[src/hw/rtl/dsq_pkg.sv]
`timescale 1ns / 1ps
package dsq_pkg;

    localparam int MODE_W  = 2;
    localparam int SPIKE_W = 16;
    localparam int DELAY_W = 4;
    localparam int SIZE_W  = 17;

    typedef logic [MODE_W-1:0] t_mode;

    localparam t_mode MODE_PUSH  = 2'd0;
    localparam t_mode MODE_END   = 2'd1;
    localparam t_mode MODE_QUERY = 2'd2;
    localparam t_mode MODE_CLEAR = 2'd3;

endpackage

[src/hw/rtl/dsq_vram.sv]
`timescale 1ns / 1ps
module dsq_vram #(
    parameter int DEPTH = 64,
    parameter int WIDTH = 16
) (
    input  logic                     i_clk,
    input  logic                     i_rst_n,
    input  logic                     i_clear,
    input  logic                     i_we,
    input  logic [$clog2(DEPTH)-1:0] i_waddr,
    input  logic [WIDTH-1:0]         i_wdata,
    input  logic                     i_re,
    input  logic [$clog2(DEPTH)-1:0] i_raddr,
    output logic [WIDTH-1:0]         o_rdata
);

    logic [WIDTH-1:0] r_mem [DEPTH];
    logic [DEPTH-1:0] r_vld;
    logic [WIDTH-1:0] r_rdata;
    logic             r_rvld;

    always_ff @(posedge i_clk) begin
        if (i_we) begin
            r_mem[i_waddr] <= i_wdata;
        end
        if (i_re) begin
            r_rdata <= r_mem[i_raddr];
        end
    end

    // an entry never written since reset or clear reads as zero
    always_ff @(posedge i_clk) begin
        if (!i_rst_n || i_clear) begin
            r_vld  <= '0;
            r_rvld <= 1'b0;
        end else begin
            if (i_we) begin
                r_vld[i_waddr] <= 1'b1;
            end
            if (i_re) begin
                r_rvld <= r_vld[i_raddr];
            end
        end
    end

    assign o_rdata = r_rvld ? r_rdata : '0;

endmodule

[src/hw/rtl/dsq_range_filter.sv]
`timescale 1ns / 1ps
module dsq_range_filter
    import dsq_pkg::*;
(
    input  logic [SPIKE_W-1:0] i_index,
    input  logic [SPIKE_W-1:0] i_origin,
    input  logic [SIZE_W-1:0]  i_size,
    output logic               o_hit,
    output logic [SPIKE_W-1:0] o_offset
);

    assign o_offset = i_index - i_origin;
    // upper bound checked as offset < size, so origin + size never wraps
    assign o_hit = (i_index >= i_origin) && ({1'b0, o_offset} < i_size);

endmodule

[src/hw/rtl/delayed_spike_queue_unit.sv]
`timescale 1ns / 1ps
// Spike delay queue. Push, end-of-step and clear requests are accepted when
// the result register is free. A query with a delay below STEP_HISTORY reads
// the two step marks from the mark memory, then does one store read and one
// range check for every store entry of the requested step, then delivers the
// final result; the walk is bounded by SPIKE_CAPACITY entries and stalls while
// the result register is held by the consumer. A larger delay gets an empty
// result. Stored data lives in two synchronous memories with separate read and
// write ports whose entries read as zero until written after reset or clear.
module delayed_spike_queue_unit
    import dsq_pkg::*;
#(
    parameter int SPIKE_CAPACITY = 63,
    parameter int STEP_HISTORY   = 15,
    parameter int NEURON_ID_BITS = 16
) (
    input  logic               i_clk,
    input  logic               i_rst_n,
    input  logic               i_valid,
    output logic               o_ready,
    input  logic [MODE_W-1:0]  i_mode,
    input  logic [SPIKE_W-1:0] i_neuron_index,
    input  logic [DELAY_W-1:0] i_delay,
    input  logic [SPIKE_W-1:0] i_range_origin,
    input  logic [SIZE_W-1:0]  i_range_size,
    output logic               o_valid,
    input  logic               i_ready,
    output logic [SPIKE_W-1:0] o_spike_value,
    output logic               o_valid_res,
    output logic               o_last,
    output logic               o_overflow
);

    localparam int STORE_LEN = SPIKE_CAPACITY + 1;
    localparam int MARK_LEN  = STEP_HISTORY + 1;
    localparam int SAW       = $clog2(STORE_LEN);
    localparam int MAW       = $clog2(MARK_LEN);
    localparam int STORE_W   = (NEURON_ID_BITS < SPIKE_W) ? NEURON_ID_BITS : SPIKE_W;
    localparam int CW        = ((MAW > DELAY_W) ? MAW : DELAY_W) + 1;

    localparam logic [2:0] S_IDLE  = 3'd0;
    localparam logic [2:0] S_MEND  = 3'd1;
    localparam logic [2:0] S_MSTOP = 3'd2;
    localparam logic [2:0] S_SREAD = 3'd3;
    localparam logic [2:0] S_SCHK  = 3'd4;

    logic [2:0]         r_state, n_state;
    logic [SAW-1:0]     r_wc, n_wc;
    logic [SAW-1:0]     r_fill, n_fill;
    logic [MAW-1:0]     r_mc, n_mc;
    logic [MAW-1:0]     r_end_i, n_end_i;
    logic [SAW-1:0]     r_pos, n_pos;
    logic [SAW-1:0]     r_stop, n_stop;
    logic [SAW-1:0]     r_guard, n_guard;
    logic               r_have, n_have;
    logic [SPIKE_W-1:0] r_pend, n_pend;
    logic [SPIKE_W-1:0] r_origin, n_origin;
    logic [SIZE_W-1:0]  r_size, n_size;

    logic               r_out_valid;
    logic [SPIKE_W-1:0] r_out_value;
    logic               r_out_vres;
    logic               r_out_last;
    logic               r_out_ovf;

    logic               ld;
    logic [SPIKE_W-1:0] ld_value;
    logic               ld_vres;
    logic               ld_last;
    logic               ld_ovf;

    logic               can_load;
    logic               in_acc;
    logic               clear;

    logic               s_we, s_re;
    logic [STORE_W-1:0] s_rdata;
    logic               m_we, m_re;
    logic [MAW-1:0]     m_waddr, m_raddr;
    logic [SAW-1:0]     m_rdata;

    logic [CW-1:0]      mc_ext, d_ext, end_calc;
    logic [MAW-1:0]     end_i, beg_i, mc_next;
    logic               more;
    logic               hit;
    logic [SPIKE_W-1:0] hit_off;

    assign can_load = !r_out_valid || i_ready;
    assign o_ready  = (r_state == S_IDLE) && can_load;
    assign in_acc   = i_valid && o_ready;

    // mark slot of the requested step, and of the boundary before it
    assign mc_ext   = CW'(r_mc);
    assign d_ext    = CW'(i_delay);
    assign end_calc = (mc_ext >= d_ext) ? (mc_ext - d_ext)
                                        : (mc_ext + CW'(MARK_LEN) - d_ext);
    assign end_i    = MAW'(end_calc);
    assign beg_i    = (end_i == '0) ? MAW'(MARK_LEN - 1) : end_i - 1'b1;
    assign mc_next  = (r_mc == MAW'(MARK_LEN - 1)) ? '0 : r_mc + 1'b1;

    assign more = (r_pos != r_stop) && (r_guard < SAW'(SPIKE_CAPACITY));

    dsq_range_filter u_filter (
        .i_index  (SPIKE_W'(s_rdata)),
        .i_origin (r_origin),
        .i_size   (r_size),
        .o_hit    (hit),
        .o_offset (hit_off)
    );

    always_comb begin
        n_state  = r_state;
        n_wc     = r_wc;
        n_fill   = r_fill;
        n_mc     = r_mc;
        n_end_i  = r_end_i;
        n_pos    = r_pos;
        n_stop   = r_stop;
        n_guard  = r_guard;
        n_have   = r_have;
        n_pend   = r_pend;
        n_origin = r_origin;
        n_size   = r_size;
        ld       = 1'b0;
        ld_value = '0;
        ld_vres  = 1'b0;
        ld_last  = 1'b1;
        ld_ovf   = 1'b0;
        clear    = 1'b0;
        s_we     = 1'b0;
        s_re     = 1'b0;
        m_we     = 1'b0;
        m_re     = 1'b0;
        m_waddr  = mc_next;
        m_raddr  = beg_i;

        unique case (r_state)
            S_IDLE: begin
                if (in_acc) begin
                    unique case (i_mode)
                        MODE_PUSH: begin
                            ld = 1'b1;
                            if (r_fill == SAW'(SPIKE_CAPACITY)) begin
                                ld_ovf = 1'b1;
                            end else begin
                                s_we   = 1'b1;
                                n_wc   = (r_wc == SAW'(STORE_LEN - 1)) ? '0 : r_wc + 1'b1;
                                n_fill = r_fill + 1'b1;
                            end
                        end
                        MODE_END: begin
                            m_we   = 1'b1;
                            n_mc   = mc_next;
                            n_fill = '0;
                        end
                        MODE_QUERY: begin
                            n_origin = i_range_origin;
                            n_size   = i_range_size;
                            if (32'(i_delay) >= STEP_HISTORY) begin
                                ld = 1'b1;
                            end else begin
                                m_re    = 1'b1;
                                n_end_i = end_i;
                                n_state = S_MEND;
                            end
                        end
                        MODE_CLEAR: begin
                            clear  = 1'b1;
                            n_wc   = '0;
                            n_fill = '0;
                            n_mc   = '0;
                        end
                        default: ;
                    endcase
                end
            end
            S_MEND: begin
                m_re    = 1'b1;
                m_raddr = r_end_i;
                n_pos   = m_rdata;
                n_state = S_MSTOP;
            end
            S_MSTOP: begin
                n_stop  = m_rdata;
                n_guard = '0;
                n_have  = 1'b0;
                n_state = S_SREAD;
            end
            S_SREAD: begin
                if (more) begin
                    s_re    = 1'b1;
                    n_pos   = (r_pos == SAW'(STORE_LEN - 1)) ? '0 : r_pos + 1'b1;
                    n_guard = r_guard + 1'b1;
                    n_state = S_SCHK;
                end else if (can_load) begin
                    // flush the held match as the final result, or report none
                    ld       = 1'b1;
                    ld_value = r_have ? r_pend : '0;
                    ld_vres  = r_have;
                    n_state  = S_IDLE;
                end
            end
            S_SCHK: begin
                if (!hit) begin
                    n_state = S_SREAD;
                end else if (!r_have) begin
                    n_pend  = hit_off;
                    n_have  = 1'b1;
                    n_state = S_SREAD;
                end else if (can_load) begin
                    // a newer match proves the held one is not last
                    ld       = 1'b1;
                    ld_value = r_pend;
                    ld_vres  = 1'b1;
                    ld_last  = 1'b0;
                    n_pend   = hit_off;
                    n_state  = S_SREAD;
                end
            end
            default: n_state = S_IDLE;
        endcase
    end

    // memories are written only from idle, so a walk never overlaps a write
    dsq_vram #(
        .DEPTH (STORE_LEN),
        .WIDTH (STORE_W)
    ) u_spike_mem (
        .i_clk   (i_clk),
        .i_rst_n (i_rst_n),
        .i_clear (clear),
        .i_we    (s_we),
        .i_waddr (r_wc),
        .i_wdata (i_neuron_index[STORE_W-1:0]),
        .i_re    (s_re),
        .i_raddr (r_pos),
        .o_rdata (s_rdata)
    );

    dsq_vram #(
        .DEPTH (MARK_LEN),
        .WIDTH (SAW)
    ) u_mark_mem (
        .i_clk   (i_clk),
        .i_rst_n (i_rst_n),
        .i_clear (clear),
        .i_we    (m_we),
        .i_waddr (m_waddr),
        .i_wdata (r_wc),
        .i_re    (m_re),
        .i_raddr (m_raddr),
        .o_rdata (m_rdata)
    );

    always_ff @(posedge i_clk) begin
        if (!i_rst_n) begin
            r_state     <= S_IDLE;
            r_wc        <= '0;
            r_fill      <= '0;
            r_mc        <= '0;
            r_have      <= 1'b0;
            r_out_valid <= 1'b0;
        end else begin
            r_state <= n_state;
            r_wc    <= n_wc;
            r_fill  <= n_fill;
            r_mc    <= n_mc;
            r_have  <= n_have;
            if (ld) begin
                r_out_valid <= 1'b1;
            end else if (i_ready) begin
                r_out_valid <= 1'b0;
            end
        end
    end

    always_ff @(posedge i_clk) begin
        r_end_i  <= n_end_i;
        r_pos    <= n_pos;
        r_stop   <= n_stop;
        r_guard  <= n_guard;
        r_pend   <= n_pend;
        r_origin <= n_origin;
        r_size   <= n_size;
        if (ld) begin
            r_out_value <= ld_value;
            r_out_vres  <= ld_vres;
            r_out_last  <= ld_last;
            r_out_ovf   <= ld_ovf;
        end
    end

    assign o_valid       = r_out_valid;
    assign o_spike_value = r_out_value;
    assign o_valid_res   = r_out_vres;
    assign o_last        = r_out_last;
    assign o_overflow    = r_out_ovf;

    a_fill_bound: assert property (@(posedge i_clk) disable iff (!i_rst_n)
        r_fill <= SAW'(SPIKE_CAPACITY))
        else $error("step fill exceeds capacity");

    a_push_count: assert property (@(posedge i_clk) disable iff (!i_rst_n)
        (in_acc && i_mode == MODE_PUSH && r_fill != SAW'(SPIKE_CAPACITY))
        |=> (r_fill == $past(r_fill) + 1'b1))
        else $error("stored push did not advance fill");

    a_clear_state: assert property (@(posedge i_clk) disable iff (!i_rst_n)
        (in_acc && i_mode == MODE_CLEAR)
        |=> (r_wc == '0 && r_fill == '0 && r_mc == '0))
        else $error("clear left cursors set");

    a_ovf_status: assert property (@(posedge i_clk) disable iff (!i_rst_n)
        (o_valid && o_overflow) |-> (o_last && !o_valid_res))
        else $error("overflow flag on a query result");

    a_walk_bound: assert property (@(posedge i_clk) disable iff (!i_rst_n)
        (r_state == S_SCHK) |-> (r_guard != '0 && r_guard <= SAW'(SPIKE_CAPACITY)))
        else $error("walk step count out of bounds");

endmodule

[config.mk]
export PLATFORM = sky130hd
export DESIGN_NAME = delayed_spike_queue_unit
export DESIGN_NICKNAME = d
export VERILOG_FILES = /design/src/hw/rtl/dsq_pkg.sv /design/src/hw/rtl/dsq_vram.sv /design/src/hw/rtl/dsq_range_filter.sv /design/src/hw/rtl/delayed_spike_queue_unit.sv
export SDC_FILE = /design/constraint.sdc
export NUM_CORES = 2
export LEC_CHECK = 0
export BUFFER_PORTS_ARGS = -buffer_cell sky130_fd_sc_hd__clkbuf_2
export CORE_MARGIN = 2
export CORE_UTILIZATION = 50
export CTS_BUF_LIST = sky130_fd_sc_hd__clkbuf_8 sky130_fd_sc_hd__clkbuf_16
export DETAILED_ROUTE_END_ITERATION = 7
export GPL_TIMING_DRIVEN = 1
export PLACE_DENSITY_LB_ADDON = 0.3
export RECOVER_POWER = 50
export SYNTH_ARGS = -nofsm -noshare
export SYNTH_HDL_FRONTEND = slang
export SYNTH_SLANG_ARGS = --single-unit
[constraint.sdc]
create_clock -name i_clk -period 6.1 [get_ports i_clk]
set_input_delay 1.525 -clock i_clk [delete_from_list [all_inputs] [get_ports i_clk]]
set_output_delay 1.525 -clock i_clk [all_outputs]
set_load 0.02 [all_outputs]
==> impl_results.md <==
- CP max stage delay: 660 ps
- Worst reg-to-reg setup slack: 1350 ps
- CTS resizes: 0
- Crit end category: register
- Vias per std cell: 6.106
- Final setup TNS: 0 ps
- DR pass1 iterations: 5
- HPWL Detailed: 70.99 mm
- Main synth FF type: edfxtp_1
- Cell count after synthesis: 2,621
- Pwr per Cell Area: 320.3 nW/um^2
- Clock skew: 29.54 ps
- Nets: 2,884
- Port buffer count: 79
- Final setup fails: 0
- Max-slew violations: 1,176
- Setup ws final: 1346 ps
- Highest clock rate: 210.3 MHz
- WL per Instance: 28.01 um
- Fillers: 7,555
- Max Cap Viol: 19
- Non-Filler Instances: 4,267
- TritonCTS clock tree: done
- Power consumption: 18.84 mW
- Crit Path Max Fanout: 17
- Post-DRT Antenna Nets: 0
- Hold Crit Class: reg -> reg
- Clock H-tree levels: 4
- IO Count: 80
- Via count: 26,054
- Max-slew headroom: -128.7%
- Post-CTS Setup Repair Bufs: 0
- Slew @ Worst Pin: 3430 ps
- Cell row count: 118
- Clk root buf: clkbuf_16
- Final period util: 77.94%
- Sequential element share of the synthesized area: 74.39%
- Placeable Area: 103,800 sq um
- DIE WIDTH: 328.0 um
- Clk sink count: 1,335
- Status: complete, but fails checks
- Crit path max-delay cell type: a21oi_1
- WHS: 463.3 ps
- Clock buffer count from CTS: 135
- Placed insts: 4,021
- Area growth, synth to finish: 12.02%
- Initial DRC Count: 2,731
- Arrival time worst endpoint: 5340 ps
- Die height: 328.0 um
- Unique masters post-synth: 62
- Crit path cell chain: and2_0 -> ha_1 -> nor2b_1 -> o2111ai_1 -> a31oi_1 -> a41oi_1 -> a41oi_1 -> a21oi_1 -> o21bai_1 -> xor2_1 -> ha_1 -> a211o_1 -> o31ai_1 -> nand3_1 -> a21oi_1 -> and2_1
- Mean post-synth cell area: 20.03 sq um
- Via count of the first global-routing pass: 26,418
- Min Tclk post-route: 4754 ps
- Pre-CTS WS: 1190 ps
- Max VDD drop: 261.4 uV
- Post-Syn Area: 52,500 sq um
- Number of synthesized register bits: 1,335
- Crit path launch type: register
- CP Class: reg -> reg
- Failing checks: max-capacitance violations, max-slew violations
- Fin. Hold Viols: 0
- Clock Pin Slew Worst Setup and Hold Paths: 60 ps
- P_leak: 18.90 nW
- Max Root-Sink Buffers: 3
- Die footprint: 107,600 sq um
- GRT Overall Usage: 22.44%
- Post-CTS Hold Buffers: 0
- Unrepaired setup endpoints after global routing: false
- Clock latency on the worst-skew pair: 740 ps
- Layout cell share with drive strength beyond 1: 23.88%
- Mapped Nets: 2,727
- WL final: 119.5 mm
- First-pass GRT wire length: 175.5 mm
- Async SR Flop Fraction: 0%
- Total congestion overflow: 0
- EDFF count, synth: 1,232
- Initial antenna violation count: 3
- Initial core utilization: 50.58%
- DRC: 0
- Ys Warns: 0
- Placer's final routability congestion estimate: 0.8337
- Worst Path Required: 6680 ps
- Largest net degree at the start of global routing: 158
==> layout by cell type, fill, tap and decap left out, types with 21 or more instances in the layout <==
cell       Yosys  routed
o21a_1        63      62
nor2_2         0      36
and2_1        66      57
ha_1          45      45
inv_1         50      87
buf_4          2      43
a21oi_1       43      43
nand3_1       21      21
clkbuf_2       1      52
mux4_2       357     357
clkinv_2       0      23
nand2_1       92      92
o21ai_0       27      28
clkbuf_16      0     138
nor2_1       166     130
edfxtp_1    1232    1232
a211oi_1      46      46
clkinv_1       0      21
dfxtp_1      103     103
clkbuf_1      75      53
==> where the power goes <==
part,switching [mW],internal (mW),total (mW)
Sequential,0.0239,10.0,10.1
Clock,3.42,4.34,7.76
Combinational,0.638,0.373,1.01
==> routing by layer <==
metal	wire length [um]	track usage (%)	up-vias	part of all wire (%)
li1	-	-	10963	-
met1	48710	31.52	13779	41
met2	58700	36.03	1141	49
met3	9066	4.402	171	7.6
met4	3029	6.631	0	2.5
met5	0	0	-	0
==> cells in the mapped netlist (3+ instances only) <==
cell type  count  share of area [%]
a211oi_1      46               0.66
buf_2         34               0.32
or3_1          5              0.060
o21a_1        63               0.90
xor2_1        19               0.32
nor4_1         3              0.036
and2_1        66               0.79
ha_1          45                1.1
dfxtp_1      103                3.9
nand3b_1       8               0.11
nor2b_1        9               0.11
nor2_1       166                1.2
a21boi_0       8               0.11
nand2b_1       4              0.048
nand2_1       92               0.66
a21o_1         9               0.13
edfxtp_1    1232                 70
nand3_1       21               0.20
xnor2_1       19               0.32
o31a_1         3              0.050
a21oi_1       43               0.41
o21ai_0       27               0.26
nor3_1        11               0.10
mux2i_1       16               0.31
clkbuf_1      75               0.54
inv_1         50               0.36
o22ai_1        3              0.036
o21ai_1        3              0.029
mux4_2       357                 15
buf_1         14               0.10
nand4_1        5              0.060
buf_6          8               0.17
a31oi_1       16               0.19
==> worst paths after layout <==
path,start,end,cells past startpoint
max,u_spike_mem.r_rvld,o_spike_value[4],16
min,u_spike_mem.r_vld[26],u_spike_mem.r_vld[26],1
max reg2reg,u_spike_mem.r_rvld,o_spike_value[4],16
min reg2reg,u_spike_mem.r_vld[26],u_spike_mem.r_vld[26],1
==> registers in the layout, indices dropped and copies added, names as in the netlist, 6 cells and up <==
signal               count
r_guard                  6
r_pend                  16
u_spike_mem.r_vld       64
u_mark_mem.r_rdata       6
u_spike_mem.r_rdata     16
r_wc                     6
o_spike_value           16
r_origin                16
u_mark_mem.r_mem        96
r_pos                    6
r_size                  17
u_spike_mem.r_mem     1024
r_stop                   6
u_mark_mem.r_vld        16
r_fill                   6
==> per-stage QoR <==
stage               cell area, sq um  util [%]
finish                         58810     56.66
global route                   58810     56.66
CTS                            58960     56.80
detailed placement             54760     52.76
global placement               54760     52.76
floorplan                      52500         -
==> logic make-up after synthesis <==
logic type	after synthesis	synth area share [%]
flops	1335	74.39
xor+xnor	38	0.6339
fa+ha+maj	47	1.149
compound gates	241	3.110
mux	373	15.62
buf+inv	184	1.528
simple gates	403	3.565
==> final cells by class <==
type,count,area [sq um],area share [%]
clock inverter,100,659.4,1.121
clock buffer,144,3536,6.012
antenna,2,5.005,0.008510
multi-input combinational,1102,12740,21.66
sequential,1335,39060,66.41
tap,1380,1727,2.936
timing repair buffer,154,902.1,1.534
inverter,50,187.7,0.3191
==> critical path: cells and delay by family (launching register included) <==
family,cells,cell delay (ps)
AO/OA/AOI/OAI,9,2550
XOR/XNOR,1,230
adder cells (fa/ha/maj),2,590
flip-flops,1,420
AND/OR/NAND/NOR,4,820
No activity file was read; power rests on OpenSTA's default activity.
